==> src/rtl/core/ovl_pkg.sv <==
// Package for the ordered value list: list depth, count width, operation and
// status codes, and the command struct broadcast to the cell chain.
// No dependencies.
package ovl_pkg;

    localparam int LIST_DEPTH = 16;
    localparam int VALUE_W    = 32;
    localparam int CNT_W      = $clog2(LIST_DEPTH + 1);

    typedef enum logic [1:0] {
        OP_APPEND = 2'd0,
        OP_SEARCH = 2'd1,
        OP_DELETE = 2'd2
    } op_t;

    typedef enum logic [1:0] {
        ST_DONE      = 2'd0,
        ST_NOT_FOUND = 2'd1,
        ST_EMPTY     = 2'd2,
        ST_FULL      = 2'd3
    } status_t;

    typedef enum logic [1:0] {
        FSM_IDLE = 2'b01,
        FSM_EXEC = 2'b10
    } fsm_t;

    typedef struct packed {
        logic               capture;
        logic               commit;
        logic [1:0]         op;
        logic [VALUE_W-1:0] key;
    } cell_cmd_t;

endpackage

==> src/rtl/core/ordered_value_list.sv <==
// Ordered value list: top level with the control sequencer, count, result
// register and the chain of ovl_cell instances. Depends on ovl_pkg, ovl_cell.
// Each item is compared when accepted and committed from the execute state;
// the result is registered at the commit, and no new item is taken until then.
// Commit waits while the result register is full and not taken.
// Reset: synchronous, active low; the list is empty after reset.
module ordered_value_list
    import ovl_pkg::*;
(
    input  logic        aclk,
    input  logic        aresetn,
    input  logic        s_tvalid,
    output logic        s_tready,
    input  logic [31:0] s_tdata,   // value[31:0]
    input  logic [1:0]  s_tuser,   // op[1:0]
    output logic        m_tvalid,
    input  logic        m_tready,
    output logic [7:0]  m_tdata    // status[1:0], entry_count[6:2], zero pad[7]
);

    fsm_t               state_reg, state_next;
    logic [1:0]         op_reg;
    logic [VALUE_W-1:0] key_reg;
    logic [CNT_W-1:0]   count_reg, count_next;
    logic               out_valid_reg, out_valid_next;
    logic [1:0]         status_reg, status_next;
    logic [CNT_W+4:0]   count_ext;

    logic                 accept, commit, slot_free;
    cell_cmd_t            cmd;
    logic [VALUE_W-1:0]   value_arr [LIST_DEPTH];
    logic [LIST_DEPTH-1:0] valid_vec;
    logic [LIST_DEPTH:0]  hit_chain;

    assign slot_free = !out_valid_reg || m_tready;
    assign s_tready  = (state_reg == FSM_IDLE);
    assign accept    = s_tvalid && s_tready;
    assign commit    = (state_reg == FSM_EXEC) && slot_free;

    assign cmd.capture = accept;
    assign cmd.commit  = commit;
    assign cmd.op      = op_reg;
    assign cmd.key     = accept ? s_tdata[VALUE_W-1:0] : key_reg;

    assign hit_chain[0] = 1'b0;

    for (genvar i = 0; i < LIST_DEPTH; i++) begin : g_cell
        logic               left_v;
        logic [VALUE_W-1:0] right_d;
        logic               right_v;
        if (i == 0) begin : g_first
            assign left_v = 1'b1;
        end else begin : g_mid
            assign left_v = valid_vec[i-1];
        end
        if (i == LIST_DEPTH - 1) begin : g_last
            assign right_d = value_arr[i];
            assign right_v = 1'b0;
        end else begin : g_inner
            assign right_d = value_arr[i+1];
            assign right_v = valid_vec[i+1];
        end
        ovl_cell u_cell (
            .aclk        (aclk),
            .aresetn     (aresetn),
            .cmd         (cmd),
            .left_valid  (left_v),
            .right_value (right_d),
            .right_valid (right_v),
            .hit_in      (hit_chain[i]),
            .hit_out     (hit_chain[i+1]),
            .value       (value_arr[i]),
            .valid       (valid_vec[i])
        );
    end

    always_comb begin
        state_next     = state_reg;
        count_next     = count_reg;
        status_next    = status_reg;
        out_valid_next = out_valid_reg && !m_tready;
        unique case (state_reg)
            FSM_IDLE: begin
                if (accept) begin
                    state_next = FSM_EXEC;
                end
            end
            FSM_EXEC: begin
                if (slot_free) begin
                    state_next     = FSM_IDLE;
                    out_valid_next = 1'b1;
                    status_next    = ST_DONE;
                    unique case (op_reg)
                        OP_APPEND: begin
                            if (valid_vec[LIST_DEPTH-1]) begin
                                status_next = ST_FULL;
                            end else begin
                                count_next = count_reg + 1'b1;
                            end
                        end
                        OP_SEARCH, OP_DELETE: begin
                            if (!valid_vec[0]) begin
                                status_next = ST_EMPTY;
                            end else if (!hit_chain[LIST_DEPTH]) begin
                                status_next = ST_NOT_FOUND;
                            end else if (op_reg == OP_DELETE) begin
                                count_next = count_reg - 1'b1;
                            end
                        end
                        default: begin
                            status_next = ST_DONE;
                        end
                    endcase
                end
            end
            default: begin
                state_next = FSM_IDLE;
            end
        endcase
    end

    always_ff @(posedge aclk) begin
        if (!aresetn) begin
            state_reg     <= FSM_IDLE;
            count_reg     <= '0;
            out_valid_reg <= 1'b0;
        end else begin
            state_reg     <= state_next;
            count_reg     <= count_next;
            out_valid_reg <= out_valid_next;
        end
    end

    always_ff @(posedge aclk) begin
        status_reg <= status_next;
        if (accept) begin
            op_reg  <= s_tuser;
            key_reg <= s_tdata[VALUE_W-1:0];
        end
    end

    assign count_ext = {5'b0, count_reg};
    assign m_tvalid  = out_valid_reg;
    assign m_tdata   = {1'b0, count_ext[4:0], status_reg};

    a_count_matches_valid: assert property (@(posedge aclk) disable iff (!aresetn)
        $countones(valid_vec) == 32'(count_reg))
        else $error("count disagrees with valid cells");

    a_valid_prefix: assert property (@(posedge aclk) disable iff (!aresetn)
        (valid_vec & (valid_vec + 1'b1)) == '0)
        else $error("valid cells do not form a prefix");

    a_accept_to_exec: assert property (@(posedge aclk) disable iff (!aresetn)
        accept |=> (state_reg == FSM_EXEC) && $stable(count_reg))
        else $error("accepted item did not enter commit cycle");

    a_delete_shrinks: assert property (@(posedge aclk) disable iff (!aresetn)
        (commit && op_reg == OP_DELETE && valid_vec[0] && hit_chain[LIST_DEPTH])
        |=> (count_reg + 1'b1 == $past(count_reg)))
        else $error("delete with match did not shrink list");

endmodule

==> src/rtl/core/ovl_cell.sv <==
// One cell of the list chain: holds one entry and its valid bit, compares it
// against the key, takes the key on append if it is the first free cell, and
// takes the right neighbor's entry to close a gap. Depends on ovl_pkg.
module ovl_cell
    import ovl_pkg::*;
(
    input  logic               aclk,
    input  logic               aresetn,
    input  cell_cmd_t          cmd,
    input  logic               left_valid,
    input  logic [VALUE_W-1:0] right_value,
    input  logic               right_valid,
    input  logic               hit_in,
    output logic               hit_out,
    output logic [VALUE_W-1:0] value,
    output logic               valid
);

    logic [VALUE_W-1:0] value_reg, value_next;
    logic               valid_reg, valid_next;
    logic               match_reg;

    assign hit_out = hit_in | match_reg;
    assign value   = value_reg;
    assign valid   = valid_reg;

    always_comb begin
        value_next = value_reg;
        valid_next = valid_reg;
        if (cmd.commit) begin
            if (cmd.op == OP_APPEND) begin
                if (!valid_reg && left_valid) begin
                    value_next = cmd.key;
                    valid_next = 1'b1;
                end
            end else if (cmd.op == OP_DELETE) begin
                if (hit_out) begin
                    value_next = right_value;
                    valid_next = right_valid;
                end
            end
        end
    end

    always_ff @(posedge aclk) begin
        if (!aresetn) begin
            valid_reg <= 1'b0;
        end else begin
            valid_reg <= valid_next;
        end
    end

    always_ff @(posedge aclk) begin
        value_reg <= value_next;
        if (cmd.capture) begin
            match_reg <= valid_reg && (value_reg == cmd.key);
        end
    end

endmodule
==> config.mk <==
export PLATFORM = sky130hd
export DESIGN_NAME = ordered_value_list
export DESIGN_NICKNAME = d
export VERILOG_FILES = /design/src/rtl/core/ovl_pkg.sv /design/src/rtl/core/ordered_value_list.sv /design/src/rtl/core/ovl_cell.sv
export SDC_FILE = /design/constraint.sdc
export NUM_CORES = 1
export LEC_CHECK = 0
export ABC_CLOCK_PERIOD_IN_PS = 13400
export BUFFER_PORTS_ARGS = -buffer_cell sky130_fd_sc_hd__clkbuf_2
export CORE_ASPECT_RATIO = 2
export CORE_UTILIZATION = 69
export DETAILED_ROUTE_END_ITERATION = 6
export GPL_ROUTABILITY_DRIVEN = 0
export PLACE_DENSITY = 0.9
export SLEW_MARGIN = 20
export SYNTH_ARGS = -nofsm -noshare
export SYNTH_HDL_FRONTEND = slang
export SYNTH_HIERARCHICAL = 1
export SYNTH_SLANG_ARGS = --single-unit
==> constraint.sdc <==
create_clock -name aclk -period 13.4 [get_ports aclk]
set_clock_uncertainty 0.15 [all_clocks]
set_input_delay 2.68 -clock aclk [delete_from_list [all_inputs] [get_ports aclk]]
set_output_delay 2.68 -clock aclk [all_outputs]
set_load 0.005 [all_outputs]
==> results.yml, run 1 <==
outcome:
  status: "completed"
clock_network:
  cts_max_level: 2
  ctsResizeCount: 0
  postCtsSetupBuffers: 0
  clk_latency_ps: 580
  clock_path_buffers: 3
  tritoncts: "built"
  clk_pin_slew_ps: 60
  numCtsBuffers: 50
  cts.sinks: 588
  cts-hold-fix-buffers: 0
  clockRootBuffer: "clkbuf_16"
routing:
  routed_wl_um: 64100
  post_drt_wl_per_cell_um: 23.2
  dr.first_iter.drc_count: 1044
  met1_length_um: 20300
  top_layer: "met4"
  viasPerCell: 6.26
  wl_met3_um: 1330
  detail-route-antenna-nets: 0
  wl_met2_um: 37400
  via_count: 17300
  drcViolationCount: 0
  first_pass_iters: 5
critical_path:
  end_kind: "flip-flop"
  arrival_ps: 6260
  path_class: "flip-flop to flip-flop"
  crit_top_cell: "or2_2"
  r2r-end: "g_cell[15].u_cell/value[25]"
  r2r_cells: 18
  crit_fanout: 21
  critPathTopFamily: "simple AND/OR/NAND/NOR gates"
  path_cells: "or2_2, or2_2, or2_2, or2_2, or2_2, or2_2, or2_2, or2_2, or2_2, or2_2, or2_2, or2_2, or2_2, or2_2, or2_2, o21ai_0, a21oi_4, buf_16"
  cp.required_ps: 13590
  cpPeakStageDelay_ps: 420
  r2r_slack_ps: 7330
  reg2reg_from: "g_cell[0].u_cell/match_reg"
  crit_buf_inv: 1
  slowest_stage: "edfxtp_1"
  setup.worst_path.start_class: "flip-flop"
grt:
  grt_pass1_vias: 18700
  grt_max_degree: 51
  grt-ovfl-total: 0
  antenna_found_initial: 0
  grtUsageTotal: 0.288
  grt_pass1_wl_um: 99100
cells_and_area:
  fin_nets: 2215
  drive_above_1_share: 0.349
  syn_to_final_growth_pct: 9.70
  instances_no_fill: 2764
  diodes: 0
  largest_reg_flops: 512
worst_hold_path:
  min_to: "count_reg[4]"
  hold_path.class: "flip-flop to flip-flop"
  min_from: "count_reg[4]"
  hold_depth: 2
timing:
  max_freq_mhz: 165
  drv_slew: 0
  finalCriticalPeriod_ps: 6070
  tightest_slew_ps: 1140
  slew_headroom: 0.240
  finalHoldViolCount: 0
  fin_crit_sh: 0.453
  fin_tns_setup_ps: 0
  timing.final.setup_violations: 0
  rsz0062_at_grt: "no"
pwr:
  power_leakage_nw: 11.5
  irDropWorstVdd_v: 0.000155
  p_per_area_nw_per_um2: 128
logic_synthesis:
  ys_seq_area_frac: 0.559
  synth_enable_flop_cells: 532
  synth_flop_cell: "edfxtp_1"
  ys_async_sr_fraction: 0
  synth_warnings: 6
  synth.top_cells.by_area: "edfxtp_1, mux2_2, xor2_1"
  synth_cells: 2089
  yosysTopAreaCell: "edfxtp_1"
  synth_top_area_frac: 0.523
  ys_types: 39
  ys_ff_latch: 588
  netlist_area_um2: 30600
  syn-mean-instance-area_um2: 14.6
  yosys-top-cells-count: "mux2_2, edfxtp_1, xor2_1"
  synth_most_common_cell: "mux2_2"
flow_run:
  drv_cap: 0
floorplan:
  die-area_um2: 45200
  die_w_um: 151
  core-area_um2: 43500
  rows: 108
  fp.dieH_um: 300
  initial_core_util: 0.703
  pin_count: 48
placement:
  io_buffers: 46
  dpl.hpwl_um: 44000
  dp_cells: 2658
## placed cells by master, fill, tap and decap left out, types with 2 or more instances in the layout
cell / synthesis / layout
nand4_1: 16 / 16
clkbuf_16: 0 / 53
nand3_1: 34 / 34
nor2b_1: 2 / 2
bufinv_16: 0 / 8
conb_1: 2 / 5
xnor2_1: 17 / 17
clkbuf_2: 0 / 46
a21oi_1: 10 / 10
clkbuf_8: 0 / 5
dfxtp_1: 56 / 56
a21oi_4: 0 / 16
nor4_1: 113 / 113
o21ai_0: 22 / 22
nand2b_1: 2 / 2
edfxtp_1: 532 / 532
buf_16: 0 / 14
ha_1: 5 / 5
or2b_2: 16 / 16
nor2_2: 16 / 16
xor2_1: 497 / 497
inv_1: 5 / 5
clkinv_2: 0 / 12
or4_1: 2 / 2
or3b_1: 16 / 16
clkbuf_1: 1 / 3
buf_4: 49 / 22
nand2_1: 18 / 18
o211a_1: 16 / 16
or2_2: 16 / 16
nor2_1: 18 / 18
clkinv_1: 0 / 12
nor3_1: 33 / 33
o31ai_1: 2 / 2
mux2_2: 544 / 544
## worst max-delay path by stage
stage | startpoint | endpoint | slack (ps) | depth (start not counted)
floorplan | g_cell[0].u_cell/match_reg | g_cell[15].u_cell/valid | 7870 | 18
global placement | s_tvalid | g_cell[1].u_cell/match_reg | 7110 | 8
detailed placement | s_tvalid | g_cell[1].u_cell/match_reg | 7070 | 8
CTS | g_cell[0].u_cell/match_reg | g_cell[15].u_cell/value[27] | 7450 | 18
global route | g_cell[0].u_cell/match_reg | g_cell[15].u_cell/value[23] | 7150 | 18
finish | g_cell[0].u_cell/match_reg | g_cell[15].u_cell/value[25] | 7330 | 18
## power breakdown
group	leakage [nW]	total (mW)	internal (mW)	switching, mW
clock network	0.876	1.55	0.899	0.652
logic	5.33	0.687	0.272	0.416
registers	5.26	2.05	2.04	0.0132
## metrics by stage
stage	power, mW	instance area, um^2	setup WS (ps)	util	hold slack (ps)
6_report	4.29	33500	7330	0.771	340
5_1_grt	4.43	33500	7150	0.771	366
4_1_cts	4.31	33200	7450	0.763	345
3_5_place_dp	2.76	31400	7070	0.723	336
3_3_place_gp	2.73	31400	7110	0.721	313
2_1_floorplan	2.61	30600	7870	-	318
## cells by family (layout without fill, tap and decap cells)
family,Yosys count,count (layout),share of synthesized area
adder cells (fa/ha/maj),5,5,0.00205
AND/OR/NAND/NOR,308,308,0.0607
XOR/XNOR,514,514,0.147
multiplexers,545,545,0.201
AO/OA/AOI/OAI,68,68,0.0162
flip-flops,588,588,0.559
buffers and inverters,59,181,0.0136
other,2,5,0.000246
## layer usage
| metal | global-route usage | vias to the layer above |
|---|---|---|
| li1 | - | 7984 |
| met1 | 0.266 | 8793 |
| met5 | 0 | - |
| met3 | 0.0253 | 186 |
| met2 | 0.566 | 334 |
| met4 | 0.207 | 0 |
## worst reg2reg max path, cell delays in order, from the launching register on
cell and delay (ps):
edfxtp_1 420, or2_2 320, or2_2 290, or2_2 320
or2_2 310, or2_2 310, or2_2 300, or2_2 300
or2_2 300, or2_2 290, or2_2 290, or2_2 290
or2_2 310, or2_2 290, or2_2 290, or2_2 290
o21ai_0 290, a21oi_4 220, buf_16 230
## final cells by class
type / instances / area (um^2)
clock inverter: 33 / 354
multi-input combinational: 1445 / 13200
clock buffer: 61 / 1410
sequential: 588 / 17100
inverter: 5 / 18.8
fill: 2468 / 9980
tap: 550 / 688
timing repair buffer: 82 / 781
No activity file was read; power rests on OpenSTA's default activity.
==> run 2: changes to the inputs <==
--- a/config.mk
+++ b/config.mk
@@ -5,13 +5,13 @@
 export SDC_FILE = /design/constraint.sdc
 export NUM_CORES = 1
 export LEC_CHECK = 0
-export ABC_CLOCK_PERIOD_IN_PS = 13400
+export ABC_CLOCK_PERIOD_IN_PS = 5000
 export BUFFER_PORTS_ARGS = -buffer_cell sky130_fd_sc_hd__clkbuf_2
 export CORE_ASPECT_RATIO = 2
-export CORE_UTILIZATION = 69
+export CORE_UTILIZATION = 58
 export DETAILED_ROUTE_END_ITERATION = 6
 export GPL_ROUTABILITY_DRIVEN = 0
-export PLACE_DENSITY = 0.9
+export PLACE_DENSITY = 0.81
 export SLEW_MARGIN = 20
 export SYNTH_ARGS = -nofsm -noshare
 export SYNTH_HDL_FRONTEND = slang
==> constraint.sdc (replaced) <==
create_clock -name aclk -period 5 [get_ports aclk]
set_clock_uncertainty 0.15 [all_clocks]
set_input_delay 1 -clock aclk [delete_from_list [all_inputs] [get_ports aclk]]
set_output_delay 1 -clock aclk [all_outputs]
set_load 0.005 [all_outputs]
==> run 2 against run 1 <==
Net effect:
- wire length decreased by 8.6%
- global-route usage fell by 6.9 points
- cell area hardly changed
- sequential power grew to 2.7 times the previous value
- via count down 2.9%
- flip-flop and latch count is the same
- fmax up 24%
- largest cell class unchanged
==> results.yml, run 2 (synthesis results as in run 1) <==
timing:
  tightest_slew_ps: 1120
  fin_crit_sh: 0.978
  max_freq_mhz: 204
  finalHoldViolCount: 0
  finalCriticalPeriod_ps: 4890
  setup_ws_ps: 108
  drv_slew: 0
  timing.final.setup_violations: 0
  slew_headroom: 0.249
  whs_ps: 344
  rsz0062_at_grt: "yes"
cells_and_area:
  multi_input_area_um2: 13200
  largest_reg_flops: 512
  fin_nets: 2221
  drive_above_1_share: 0.347
  regArea_um2: 17100
  fillers: 3725
  final_common_cell: "mux2_2"
  final_cell_mix: "mux2_2, edfxtp_1, xor2_1"
  syn_to_final_growth_pct: 9.62
  instances_no_fill: 2878
  diodes: 0
worst_hold_path:
  hold_path.class: "flip-flop to flip-flop"
floorplan:
  die_w_um: 164
  rows: 118
  initial_core_util: 0.588
  fp.dieH_um: 327
  pin_count: 48
  die-area_um2: 53700
  core-area_um2: 52000
pwr:
  p_clk_frac: 0.345
  pwr-share-seq: 0.493
  power_leakage_nw: 11.4
  switching_power_mw: 2.84
  irDropWorstVdd_v: 0.000314
  p_int_mw: 8.30
  comb_power_share: 0.162
  p_per_area_nw_per_um2: 332
  p_total_mw: 11.1
  p_sw_frac: 0.255
grt:
  grt_max_degree: 45
  antenna_found_initial: 0
  grt-ovfl-total: 0
  grt_pass1_vias: 18100
  grtUsageTotal: 0.220
  grt_pass1_wl_um: 91800
outcome:
  status: "completed"
placement:
  dp_cells: 2777
  dpl.hpwl_um: 41700
  pre_cts_slack_ps: -196
  io_buffers: 46
critical_path:
  path_class: "flip-flop to flip-flop"
  crit_start: "g_cell[0].u_cell/match_reg"
  end_kind: "flip-flop"
  crit_path_end: "g_cell[15].u_cell/value[16]"
  r2r-end: "g_cell[15].u_cell/value[16]"
  r2r_cells: 19
  arrival_ps: 5080
  reg2reg_from: "g_cell[0].u_cell/match_reg"
  cp.required_ps: 5190
  setup.worst_path.start_class: "flip-flop"
  r2r_slack_ps: 110
  crit_fanout: 21
clock_network:
  cts_max_level: 2
  cts.sinks: 588
  clock_path_buffers: 3
  clockRootBuffer: "clkbuf_16"
  numCtsBuffers: 51
  cts-hold-fix-buffers: 0
  clk_latency_ps: 600
  clk_pin_slew_ps: 70
  tritoncts: "built"
routing:
  routed_wl_um: 58600
  post_drt_wl_per_cell_um: 20.4
  first_pass_iters: 5
  drcViolationCount: 0
  viasPerCell: 5.84
  dr.first_iter.drc_count: 632
  via_count: 16800
  detail-route-antenna-nets: 0
flow_run:
  drv_cap: 0
run 2: what timing repair did:
item,CTS,global route
endpoints found under the hold margin,0,0
setup buffers,1,0
pin swaps,4,5
setup endpoints to repair,40,27
gates resized for setup,5,3
run 2: per-layer routing:
metal  part of all wire  track usage  vias to the layer above  wire, um
li1                   -            -                     7984         -
met1               0.32        0.197                     8501     19000
met2               0.61        0.466                      215     36000
met3              0.023       0.0245                       98      1370
met4              0.038       0.0884                        0      2210
met5                  0            0                        -         0
run 2: how the worst min path moves through the flow:
stage | start | end | depth (start not counted)
CTS | count_reg[4] | count_reg[4] | 2
detailed placement | count_reg[4] | count_reg[4] | 2
global route | count_reg[4] | count_reg[4] | 2
finish | count_reg[4] | count_reg[4] | 2
global placement | count_reg[4] | count_reg[4] | 2
floorplan | count_reg[4] | count_reg[4] | 2
run 2: power groups by stage:
stage	logic (mW)	clock network, mW	registers (mW)
floorplan	1.40	0	5.60
global placement	1.72	0	5.60
detailed placement	1.79	0	5.60
CTS	1.81	3.92	5.49
global route	1.97	4.08	5.50
finish	1.80	3.84	5.49
run 2: cell type report:
cell class	count	area share
flip-flops and latches	588	0.510
multi-input cells	1445	0.395
clock buffers	64	0.0411
well taps	660	0.0246
repair buffers	87	0.0221
clock inverters	29	0.00616
inverters	5	0.000560
run 2: worst max-delay path: stages, from the launching register on:
cell and delay, ps:
edfxtp_1 400, or2_4 270, or2_4 230, or2_4 230, or2_4 230, or2_4 230
or2_4 230, or2_4 230, or2_4 230, or2_4 230, or2_4 240, or2_4 230
or2_4 240, or2_4 230, or2_4 230, or2_4 250, buf_4 140, o21ai_4 170
a21oi_4 110, buf_12 170
run 2: metrics by stage:
| stage | instance area [um^2] | setup TNS, ps | util |
|---|---|---|---|
| global route | 33500 | -15.8 | 0.645 |
| finish | 33500 | 0 | 0.645 |
| detailed placement | 31700 | -6090 | 0.610 |
| global placement | 31700 | -4100 | 0.610 |
| CTS | 33300 | 0 | 0.641 |
| floorplan | 30600 | 0 | - |
